File: config.mk
export PLATFORM = sky130hd
export DESIGN_NAME = greedy_nearest_pair_assigner_unit
export DESIGN_NICKNAME = d
export VERILOG_FILES = /design/src/rtl/core/gnpa_pkg.sv /design/src/rtl/core/gnpa_nearest.sv /design/src/rtl/core/greedy_nearest_pair_assigner_unit.sv
export SDC_FILE = /design/constraint.sdc
export NUM_CORES = 2
export LEC_CHECK = 0
export BUFFER_PORTS_ARGS = -buffer_cell sky130_fd_sc_hd__buf_2
export CAP_MARGIN = 20
export CORE_MARGIN = 3
export CORE_UTILIZATION = 50
export DETAILED_ROUTE_END_ITERATION = 10
export PLACE_DENSITY = 0.65
export SLEW_MARGIN = 20
export SYNTH_ARGS = -nofsm -noshare
export SYNTH_HDL_FRONTEND = slang
export SYNTH_SLANG_ARGS = --single-unit
export TNS_END_PERCENT = 100
File: constraint.sdc
create_clock -name clock -period 5.8 [get_ports clock]
set_clock_uncertainty 0.2 [all_clocks]
set_input_delay 0.58 -clock clock [delete_from_list [all_inputs] [get_ports clock]]
set_output_delay 0.58 -clock clock [all_outputs]
set_load 0.02 [all_outputs]
File: src/rtl/core/gnpa_pkg.sv
`default_nettype none
// ----------------------------------------------------------------------------
// gnpa_pkg
// Shared constants for the greedy nearest-pair assigner: defaults, field
// widths, op and status codes.
// ----------------------------------------------------------------------------
package gnpa_pkg;

   // default sizes
   localparam int DEF_MAX_REQUESTERS = 32;
   localparam int DEF_MAX_RESOURCES  = 64;
   localparam int DEF_COORD_BITS     = 10;

   // beat field widths
   localparam int OP_W      = 2;
   localparam int POS_W     = 10;
   localparam int REQ_IDX_W = 5;
   localparam int RES_IDX_W = 6;
   localparam int STATUS_W  = 1;

   // bus widths
   localparam int REQ_DATA_W = 24;   // pos_x, pos_y, pad
   localparam int RSP_DATA_W = 16;   // requester_index, resource_index, pad

   // op codes
   localparam logic [OP_W-1:0] OP_LOAD_REQ = 2'd0;
   localparam logic [OP_W-1:0] OP_LOAD_RES = 2'd1;
   localparam logic [OP_W-1:0] OP_START    = 2'd2;

   // status codes
   localparam logic [STATUS_W-1:0] STATUS_OK  = 1'b0;
   localparam logic [STATUS_W-1:0] STATUS_ERR = 1'b1;

endpackage : gnpa_pkg
`default_nettype wire

File: src/rtl/core/gnpa_nearest.sv
`default_nettype none
// ----------------------------------------------------------------------------
// gnpa_nearest
// Distance stage and running-minimum compare for one matching round.
// Candidates arrive in (requester, resource) order; strict less-than keeps
// the earliest pair on equal distance.
// ----------------------------------------------------------------------------
module gnpa_nearest #(
   parameter int COORD_BITS = 10,
   parameter int REQ_IW     = 5,
   parameter int RES_IW     = 6
) (
   input  wire                   clock,
   input  wire                   reset,
   input  wire                   clr,        // new round: forget the best pair
   input  wire                   cand_vld,   // free resource beat from memory
   input  wire [RES_IW-1:0]      cand_b,
   input  wire [COORD_BITS-1:0]  cand_x,
   input  wire [COORD_BITS-1:0]  cand_y,
   input  wire [REQ_IW-1:0]      cur_w,
   input  wire [COORD_BITS-1:0]  cur_x,
   input  wire [COORD_BITS-1:0]  cur_y,
   output logic [REQ_IW-1:0]     best_w,
   output logic [RES_IW-1:0]     best_b,
   output logic [COORD_BITS-1:0] best_wx,
   output logic [COORD_BITS-1:0] best_wy,
   output logic [COORD_BITS-1:0] best_rx,
   output logic [COORD_BITS-1:0] best_ry
);

   localparam int DIST_W = COORD_BITS + 1;

   logic [COORD_BITS-1:0] dx, dy;
   logic [DIST_W-1:0]     pair_d;

   logic                  s2_vld_ff;
   logic [DIST_W-1:0]     s2_d_ff;
   logic [RES_IW-1:0]     s2_b_ff;
   logic [COORD_BITS-1:0] s2_rx_ff, s2_ry_ff;

   logic                  found_ff;
   logic [DIST_W-1:0]     best_d_ff;
   logic [REQ_IW-1:0]     best_w_ff;
   logic [RES_IW-1:0]     best_b_ff;
   logic [COORD_BITS-1:0] best_wx_ff, best_wy_ff, best_rx_ff, best_ry_ff;
   logic                  take;

   always_comb begin
      dx     = (cur_x > cand_x) ? (cur_x - cand_x) : (cand_x - cur_x);
      dy     = (cur_y > cand_y) ? (cur_y - cand_y) : (cand_y - cur_y);
      pair_d = {1'b0, dx} + {1'b0, dy};
   end

   // stage 2: registered distance
   always_ff @(posedge clock) begin
      if (reset) begin
         s2_vld_ff <= 1'b0;
      end else begin
         s2_vld_ff <= cand_vld;
      end
      s2_d_ff  <= pair_d;
      s2_b_ff  <= cand_b;
      s2_rx_ff <= cand_x;
      s2_ry_ff <= cand_y;
   end

   assign take = s2_vld_ff && (!found_ff || (s2_d_ff < best_d_ff));

   // stage 3: running minimum; requester stays put until the scan drains
   always_ff @(posedge clock) begin
      if (reset) begin
         found_ff <= 1'b0;
      end else if (clr) begin
         found_ff <= 1'b0;
      end else if (take) begin
         found_ff <= 1'b1;
      end
      if (take) begin
         best_d_ff  <= s2_d_ff;
         best_w_ff  <= cur_w;
         best_b_ff  <= s2_b_ff;
         best_wx_ff <= cur_x;
         best_wy_ff <= cur_y;
         best_rx_ff <= s2_rx_ff;
         best_ry_ff <= s2_ry_ff;
      end
   end

   assign best_w  = best_w_ff;
   assign best_b  = best_b_ff;
   assign best_wx = best_wx_ff;
   assign best_wy = best_wy_ff;
   assign best_rx = best_rx_ff;
   assign best_ry = best_ry_ff;

endmodule : gnpa_nearest
`default_nettype wire

File: src/rtl/core/greedy_nearest_pair_assigner_unit.sv
`default_nettype none
// Run: a start runs R rounds (R = requesters). A round fetches each requester in
//   turn, skips matched ones, scans all S resources (S = resources) for each
//   free one and then writes back the chosen pair; results then leave one per
//   requester in index order. A start with bad counts returns one error result.
// Throughput: loads stream 1 per cycle while idle; start is bound by the resource read port.
// Reset: synchronous, active high; clears counts, FSM and valid flags only.
// ----------------------------------------------------------------------------
// greedy_nearest_pair_assigner_unit
// Greedy Manhattan bipartite assignment over requester and resource points
// held in two synchronous memories with one write and one read port each.
// ----------------------------------------------------------------------------
module greedy_nearest_pair_assigner_unit
   #(
   parameter int MAX_REQUESTERS = gnpa_pkg::DEF_MAX_REQUESTERS,
   parameter int MAX_RESOURCES  = gnpa_pkg::DEF_MAX_RESOURCES,
   parameter int COORD_BITS     = gnpa_pkg::DEF_COORD_BITS
) (
   input  wire                                  clock,
   input  wire                                  reset,
   // request stream
   input  wire                                  req_tvalid,
   output logic                                 req_tready,
   input  wire [gnpa_pkg::REQ_DATA_W-1:0]       req_tdata,  // pos_x[9:0], pos_y[19:10], pad
   input  wire [gnpa_pkg::OP_W-1:0]             req_tuser,  // op[1:0]
   // response stream
   output logic                                 rsp_tvalid,
   input  wire                                  rsp_tready,
   output logic [gnpa_pkg::RSP_DATA_W-1:0]      rsp_tdata,  // requester_index[4:0],
                                                            // resource_index[10:5], pad
   output logic [gnpa_pkg::STATUS_W-1:0]        rsp_tuser,  // status[0]
   output logic                                 rsp_tlast   // last result of the run
);

   import gnpa_pkg::*;

   // index and count widths
   localparam int REQ_IW = (MAX_REQUESTERS > 1) ? $clog2(MAX_REQUESTERS) : 1;
   localparam int RES_IW = (MAX_RESOURCES > 1) ? $clog2(MAX_RESOURCES) : 1;
   localparam int REQ_CW = $clog2(MAX_REQUESTERS + 1);
   localparam int RES_CW = $clog2(MAX_RESOURCES + 1);

   // requester entry: {done, assigned, y, x}
   localparam int REQ_EW   = 1 + RES_IW + 2 * COORD_BITS;
   localparam int REQ_DONE = REQ_EW - 1;
   // resource entry: {taken, y, x}
   localparam int RES_EW    = 1 + 2 * COORD_BITS;
   localparam int RES_TAKEN = RES_EW - 1;

   typedef enum logic [8:0] {
      ST_IDLE      = 9'b0_0000_0001,
      ST_REQ_RD    = 9'b0_0000_0010,  // fetch requester w
      ST_REQ_CHK   = 9'b0_0000_0100,  // skip if already matched
      ST_SCAN      = 9'b0_0000_1000,  // one resource read per cycle
      ST_DRAIN     = 9'b0_0001_0000,  // let the distance pipe empty
      ST_ROUND_END = 9'b0_0010_0000,  // write back the chosen pair
      ST_OUT_RD    = 9'b0_0100_0000,
      ST_OUT_PUT   = 9'b0_1000_0000,
      ST_ERR_PUT   = 9'b1_0000_0000
   } state_type;

   state_type state_ff, state_in;

   // memories
   logic [REQ_EW-1:0] req_mem [MAX_REQUESTERS];
   logic [RES_EW-1:0] res_mem [MAX_RESOURCES];
   logic [REQ_EW-1:0] req_rd_ff;
   logic [RES_EW-1:0] res_rd_ff;

   logic              req_we, res_we;
   logic [REQ_IW-1:0] req_wa;
   logic [RES_IW-1:0] res_wa;
   logic [REQ_EW-1:0] req_wd;
   logic [RES_EW-1:0] res_wd;

   // control registers
   logic [REQ_CW-1:0] req_cnt_ff, req_cnt_in;
   logic [RES_CW-1:0] res_cnt_ff, res_cnt_in;
   logic [REQ_IW-1:0] w_ff, w_in;
   logic [REQ_IW-1:0] round_ff, round_in;
   logic [RES_IW-1:0] b_ff, b_in;
   logic              drain_ff, drain_in;
   logic              s1_vld_ff;
   logic [RES_IW-1:0] s1_b_ff;
   logic [COORD_BITS-1:0] cur_x_ff, cur_x_in, cur_y_ff, cur_y_in;

   // output register
   logic                  rsp_vld_ff, rsp_vld_in;
   logic [REQ_IDX_W-1:0]  rsp_req_ff, rsp_req_in;
   logic [RES_IDX_W-1:0]  rsp_res_ff, rsp_res_in;
   logic [STATUS_W-1:0]   rsp_st_ff, rsp_st_in;
   logic                  rsp_last_ff, rsp_last_in;

   // decoded beat
   logic [POS_W-1:0]      in_pos_x, in_pos_y;
   logic [COORD_BITS-1:0] in_x, in_y;
   logic                  in_take;

   logic                  out_free;
   logic [REQ_IW-1:0]     req_last;
   logic [RES_IW-1:0]     res_last;
   logic                  w_at_last, bad_counts, round_clr;

   logic [REQ_IW-1:0]     best_w;
   logic [RES_IW-1:0]     best_b;
   logic [COORD_BITS-1:0] best_wx, best_wy, best_rx, best_ry;

   assign in_pos_x = req_tdata[POS_W-1:0];
   assign in_pos_y = req_tdata[2*POS_W-1:POS_W];
   assign in_x     = COORD_BITS'(in_pos_x);
   assign in_y     = COORD_BITS'(in_pos_y);

   assign req_tready = (state_ff == ST_IDLE);
   assign in_take    = req_tvalid && req_tready;
   assign out_free   = !rsp_vld_ff || rsp_tready;

   assign req_last   = REQ_IW'(req_cnt_ff - 1'b1);
   assign res_last   = RES_IW'(res_cnt_ff - 1'b1);
   assign w_at_last  = (w_ff == req_last);
   assign bad_counts = (req_cnt_ff == '0) || (int'(res_cnt_ff) < int'(req_cnt_ff));

   // ---------------------------------------------------------------------
   // Sequencer
   // ---------------------------------------------------------------------
   always_comb begin
      state_in    = state_ff;
      req_cnt_in  = req_cnt_ff;
      res_cnt_in  = res_cnt_ff;
      w_in        = w_ff;
      round_in    = round_ff;
      b_in        = b_ff;
      drain_in    = drain_ff;
      cur_x_in    = cur_x_ff;
      cur_y_in    = cur_y_ff;
      rsp_vld_in  = rsp_vld_ff && !rsp_tready;
      rsp_req_in  = rsp_req_ff;
      rsp_res_in  = rsp_res_ff;
      rsp_st_in   = rsp_st_ff;
      rsp_last_in = rsp_last_ff;
      round_clr   = 1'b0;

      req_we = 1'b0;
      req_wa = req_cnt_ff[REQ_IW-1:0];
      req_wd = {1'b0, {RES_IW{1'b0}}, in_y, in_x};
      res_we = 1'b0;
      res_wa = res_cnt_ff[RES_IW-1:0];
      res_wd = {1'b0, in_y, in_x};

      unique case (state_ff)
         ST_IDLE: begin
            if (in_take) begin
               case (req_tuser)
                  OP_LOAD_REQ: begin
                     if (int'(req_cnt_ff) < MAX_REQUESTERS) begin
                        req_we     = 1'b1;
                        req_cnt_in = req_cnt_ff + 1'b1;
                     end
                  end
                  OP_LOAD_RES: begin
                     if (int'(res_cnt_ff) < MAX_RESOURCES) begin
                        res_we     = 1'b1;
                        res_cnt_in = res_cnt_ff + 1'b1;
                     end
                  end
                  OP_START: begin
                     if (bad_counts) begin
                        state_in = ST_ERR_PUT;
                     end else begin
                        w_in      = '0;
                        round_in  = '0;
                        round_clr = 1'b1;
                        state_in  = ST_REQ_RD;
                     end
                  end
                  default: ;  // unused op: no effect
               endcase
            end
         end
         ST_REQ_RD: begin
            state_in = ST_REQ_CHK;
         end
         ST_REQ_CHK: begin
            if (req_rd_ff[REQ_DONE]) begin
               if (w_at_last) begin
                  state_in = ST_ROUND_END;
               end else begin
                  w_in     = w_ff + 1'b1;
                  state_in = ST_REQ_RD;
               end
            end else begin
               cur_x_in = req_rd_ff[COORD_BITS-1:0];
               cur_y_in = req_rd_ff[2*COORD_BITS-1:COORD_BITS];
               b_in     = '0;
               state_in = ST_SCAN;
            end
         end
         ST_SCAN: begin
            if (b_ff == res_last) begin
               drain_in = 1'b0;
               state_in = ST_DRAIN;
            end else begin
               b_in = b_ff + 1'b1;
            end
         end
         ST_DRAIN: begin
            // wait out the memory read stage and the distance stage
            if (drain_ff) begin
               if (w_at_last) begin
                  state_in = ST_ROUND_END;
               end else begin
                  w_in     = w_ff + 1'b1;
                  state_in = ST_REQ_RD;
               end
            end else begin
               drain_in = 1'b1;
            end
         end
         ST_ROUND_END: begin
            req_we = 1'b1;
            req_wa = best_w;
            req_wd = {1'b1, best_b, best_wy, best_wx};
            res_we = 1'b1;
            res_wa = best_b;
            res_wd = {1'b1, best_ry, best_rx};
            w_in   = '0;
            if (round_ff == req_last) begin
               state_in = ST_OUT_RD;
            end else begin
               round_in  = round_ff + 1'b1;
               round_clr = 1'b1;
               state_in  = ST_REQ_RD;
            end
         end
         ST_OUT_RD: begin
            state_in = ST_OUT_PUT;
         end
         ST_OUT_PUT: begin
            if (out_free) begin
               rsp_vld_in  = 1'b1;
               rsp_req_in  = REQ_IDX_W'(w_ff);
               rsp_res_in  = RES_IDX_W'(req_rd_ff[REQ_DONE-1:2*COORD_BITS]);
               rsp_st_in   = STATUS_OK;
               rsp_last_in = w_at_last;
               if (w_at_last) begin
                  req_cnt_in = '0;
                  res_cnt_in = '0;
                  state_in   = ST_IDLE;
               end else begin
                  w_in     = w_ff + 1'b1;
                  state_in = ST_OUT_RD;
               end
            end
         end
         ST_ERR_PUT: begin
            if (out_free) begin
               rsp_vld_in  = 1'b1;
               rsp_req_in  = '0;
               rsp_res_in  = '0;
               rsp_st_in   = STATUS_ERR;
               rsp_last_in = 1'b1;
               req_cnt_in  = '0;
               res_cnt_in  = '0;
               state_in    = ST_IDLE;
            end
         end
         default: begin
            state_in = ST_IDLE;
         end
      endcase
   end

   always_ff @(posedge clock) begin
      if (reset) begin
         state_ff   <= ST_IDLE;
         req_cnt_ff <= '0;
         res_cnt_ff <= '0;
         rsp_vld_ff <= 1'b0;
         s1_vld_ff  <= 1'b0;
      end else begin
         state_ff   <= state_in;
         req_cnt_ff <= req_cnt_in;
         res_cnt_ff <= res_cnt_in;
         rsp_vld_ff <= rsp_vld_in;
         s1_vld_ff  <= (state_ff == ST_SCAN);
      end
      w_ff        <= w_in;
      round_ff    <= round_in;
      b_ff        <= b_in;
      drain_ff    <= drain_in;
      cur_x_ff    <= cur_x_in;
      cur_y_ff    <= cur_y_in;
      s1_b_ff     <= b_ff;
      rsp_req_ff  <= rsp_req_in;
      rsp_res_ff  <= rsp_res_in;
      rsp_st_ff   <= rsp_st_in;
      rsp_last_ff <= rsp_last_in;
   end

   // ---------------------------------------------------------------------
   // Point memories: one write and one registered read per cycle each.
   // Taken and done marks are cleared when an entry is loaded, so entries
   // below the counts never carry marks from an earlier job.
   // ---------------------------------------------------------------------
   always_ff @(posedge clock) begin
      if (req_we) begin
         req_mem[req_wa] <= req_wd;
      end
      req_rd_ff <= req_mem[w_ff];
   end

   always_ff @(posedge clock) begin
      if (res_we) begin
         res_mem[res_wa] <= res_wd;
      end
      res_rd_ff <= res_mem[b_ff];
   end

   // ---------------------------------------------------------------------
   // Distance and best-pair tracking
   // ---------------------------------------------------------------------
   gnpa_nearest #(
      .COORD_BITS (COORD_BITS),
      .REQ_IW     (REQ_IW),
      .RES_IW     (RES_IW)
   ) u_nearest (
      .clock    (clock),
      .reset    (reset),
      .clr      (round_clr),
      .cand_vld (s1_vld_ff && !res_rd_ff[RES_TAKEN]),
      .cand_b   (s1_b_ff),
      .cand_x   (res_rd_ff[COORD_BITS-1:0]),
      .cand_y   (res_rd_ff[2*COORD_BITS-1:COORD_BITS]),
      .cur_w    (w_ff),
      .cur_x    (cur_x_ff),
      .cur_y    (cur_y_ff),
      .best_w   (best_w),
      .best_b   (best_b),
      .best_wx  (best_wx),
      .best_wy  (best_wy),
      .best_rx  (best_rx),
      .best_ry  (best_ry)
   );

   // response beat
   assign rsp_tvalid = rsp_vld_ff;
   assign rsp_tdata  = {{(RSP_DATA_W - REQ_IDX_W - RES_IDX_W){1'b0}}, rsp_res_ff, rsp_req_ff};
   assign rsp_tuser  = rsp_st_ff;
   assign rsp_tlast  = rsp_last_ff;

endmodule : greedy_nearest_pair_assigner_unit
`default_nettype wire
==> run_results.csv <==
group,metric,value,unit
timing,hold_viol_final,0,
run,maxCapViolations,0,
power_and_ir_drop,p_leak,34.71,nW
synthesis,synth.distinct_cells,67,
place,dp_hpwl,128.2,mm
synthesis,ys_async_sr_fraction,0,%
clock_tree,cts-root-buf,"clkbuf_16",
synthesis,synthMuxAreaShare,16.97,%
finish,final.fill_count,13550,
worst_hold_path,hp-class,"primary input to register",
timing,rsz0062_at_grt,"false",
die,rows,158,
timing,fin_crit,4.724,ns
synthesis,synth_top_family_by_area,"multiplexers",
synthesis,ys_ff_latch,2437,
die,ios,50,
place,place_congestion,0.8504,
global_routing,grt_usage,23.51,%
global_routing,grt_pass1_vias,45240,
timing,layout_worst_path_cycle_share,81.45,%
finish,final_core_util,57.20,%
synthesis,synth_xor_area_share,0.5680,%
clock_tree,clock_path_buffers,3,
clock_tree,worstSkewPairLatency,0.89,ns
global_routing,antenna_found_initial,6,
place,portBuffers,40,
die,initial_utilization,50.64,%
clock_tree,cts_buffers,234,
synthesis,synth_compound_area_share,1.525,%
global_routing,grt_max_degree,131,
synthesis,synth_edf_count,2320,
timing,setup_viol_count_final,0,
die,fp.dieW,440.7,um
critical_path,path_class,"register to register",
die,coreArea,186600,um^2
synthesis,yosys.area_share.simple,2.442,%
synthesis,post-synth-top-count-cell,"edfxtp_1",
timing,timing.slew.headroom,24.70,%
synthesis,ys.flop_type,"edfxtp_1",
finish,synthToLayoutAreaGrowth,12.95,%
critical_path,cp.required,6.36,ns
synthesis,synth_fa_ha_area_share,1.033,%
route,drc,0,
route,ant_nets,0,
synthesis,synth_top_area_cell,"edfxtp_1",
outcome,outcome,"finished, final reports clean",
finish,layout.nets,4695,
die,dieArea,194200,um^2
synthesis,syn_area,94500,um^2
critical_path,end_kind,"register",
timing,fmaxAchievable,211.7,MHz
synthesis,avgSynthCellArea,21.88,um^2
clock_tree,htreeDepth,4,
clock_tree,clock_sinks,2437,
route,num_vias,44620,
timing,worst_pin_slew,1.127,ns
power_and_ir_drop,fin_total_pwr,34.90,mW
critical_path,r2r_slack,1.08,ns
route,vias_per_cell,6.138,
critical_path,path_max_fanout,6,
route,first_pass_iters,7,
synthesis,yosysTopAreaCellShare,73.72,%
clock_tree,clk_pin_slew,0.06,ns
route,drt-total-wl,224.6,mm
route,drt_iter0_drc,5380,
critical_path,crit_arrival,5.28,ns
timing,slew_violations,0,
global_routing,grt_overflow,0,
power_and_ir_drop,peakVddDrop,0.2643,mV
synthesis,yosys_warnings,0,
timing,tns,0,ns
power_and_ir_drop,power_density,327.0,nW/um^2
synthesis,yosys-top-cells-area,"edfxtp_1 (74%), mux4_2 (16%), dfxtp_1 (2.5%)",
finish,drive_gt1_share,30.08,%
global_routing,grt_first_pass_wirelength,324.6,mm
synthesis,synth_seq_area_share,76.20,%
die,die_h,440.7,um
synthesis,synth_common_cells,"edfxtp_1 (2320), mux4_2 (690), nor2_1 (178)",
clock_tree,cts_tree,"done",
critical_path,crit_path_start_kind,"register",
route,routedWlPerCell,30.90,um
synthesis,synthCells,4319,
## cells in the final DEF, fill, tap and decap left out, types with 19 or more instances in the layout
cell type	count
mux2_2	30
xnor2_1	36
and2_1	19
nor2_4	32
mux4_2	690
nor2_1	75
nand3_1	23
edfxtp_1	2320
dfxtp_1	117
o21ai_0	23
xor2_1	20
clkinv_2	35
buf_2	40
clkinv_1	46
clkbuf_1	69
clkbuf_16	235
nor2_2	71
nand2_2	28
a21oi_1	41
a22oi_1	42
buf_4	177
ha_1	70
nand2_1	143
inv_1	84
## sequential cells by signal, summed over array words and instances (netlist names), 7 cells and up
name / flops
state_ff: 9
u_nearest.best_wy: 10
res_mem: 1344
u_nearest.best_d_ff: 11
cur_y_ff: 10
u_nearest.s2_d_ff: 11
u_nearest.s2_ry_ff: 10
u_nearest.s2_rx_ff: 10
u_nearest.best_ry: 10
req_mem: 864
res_cnt_ff: 7
u_nearest.best_wx: 10
res_rd_ff: 21
u_nearest.best_rx: 10
req_rd_ff: 27
cur_x_ff: 10
## layer usage
metal,vias up,wire [um],global-route usage (%),share of wire [%]
met5,-,0,0,0
met4,0,6610,7.375,2.9
met3,303,16810,4.050,7.5
met2,1843,110500,37.90,49
met1,23950,90680,33.16,40
li1,18530,-,-,-
## power by group
| group | internal [mW] | total, mW | switching, mW |
|---|---|---|---|
| logic | 0.308 | 0.964 | 0.655 |
| registers | 19.3 | 19.3 | 0.0512 |
| clock network | 8.09 | 14.6 | 6.52 |
| total | 27.7 | 34.9 | 7.22 |
## worst max-delay path: stages (launching register included)
cell and delay (ns):
edfxtp_1 0.41, inv_1 0.08, ha_1 0.15, inv_1 0.06, fa_1 0.38, a21o_1 0.22, a221oi_1 0.43, a211oi_1 0.16
o31ai_2 0.42, buf_4 0.26, mux2_2 0.36, ha_1 0.27, a21o_1 0.18, a21oi_1 0.27, o211ai_1 0.18, a31o_2 0.25
a21oi_1 0.19, xnor2_1 0.13
## cell type report
class	instances	area, um^2	area share, %
Sequential cell	2437	72010	67.46
Multi-Input combinational cell	1590	21890	20.51
Clock buffer	315	6291	5.894
Tap cell	2480	3103	2.907
Timing Repair Buffer	242	2009	1.883
Clock inverter	119	1114	1.043
Inverter	85	320.3	0.3001
Antenna cell	2	5.005	0.004689
## repair_timing
| item | CTS | global route |
|---|---|---|
| endpoints found under the hold margin | 15 | 0 |
| resized for setup | 0 | 0 |
| hold buffers | 2 | 0 |
| setup buffers | 0 | 0 |
## per-stage QoR
stage | instances | setup WS [ns] | hold slack, ns | area (um^2)
floorplan | 4323 | 0.6543 | 0.1096 | 94510
detailed placement | 6829 | 1.178 | 0.1136 | 99190
finish | 7270 | 1.076 | 0.1251 | 106700
global placement | 6822 | 1.125 | 0.1106 | 99030
global route | 7269 | 0.7634 | 0.09290 | 106700
CTS | 7265 | 1.121 | 0.04624 | 106600
## cell families (layout without fill, tap and decap cells)
| family | count (synthesis) | in the layout |
|---|---|---|
| flops | 2437 | 2437 |
| mux | 736 | 736 |
| simple gates | 508 | 508 |
| buf+inv | 296 | 761 |
| compound gates | 208 | 208 |
| fa+ha+maj | 75 | 75 |
| xor+xnor | 58 | 58 |
| other cells | 1 | 7 |
## path summary, 6_finish.rpt
| check | from | end | cells past startpoint |
|---|---|---|---|
| hold reg to reg | s1_b_ff[1] | u_nearest.s2_b_ff[1] | 0 |
| hold / removal | req_tvalid | req_cnt_ff[3] | 4 |
| setup reg to reg | cur_y_ff[0] | u_nearest.s2_d_ff[9] | 17 |
| setup / recovery | cur_y_ff[0] | u_nearest.s2_d_ff[9] | 17 |
Note: power is estimated with default switching activity, not from simulation.
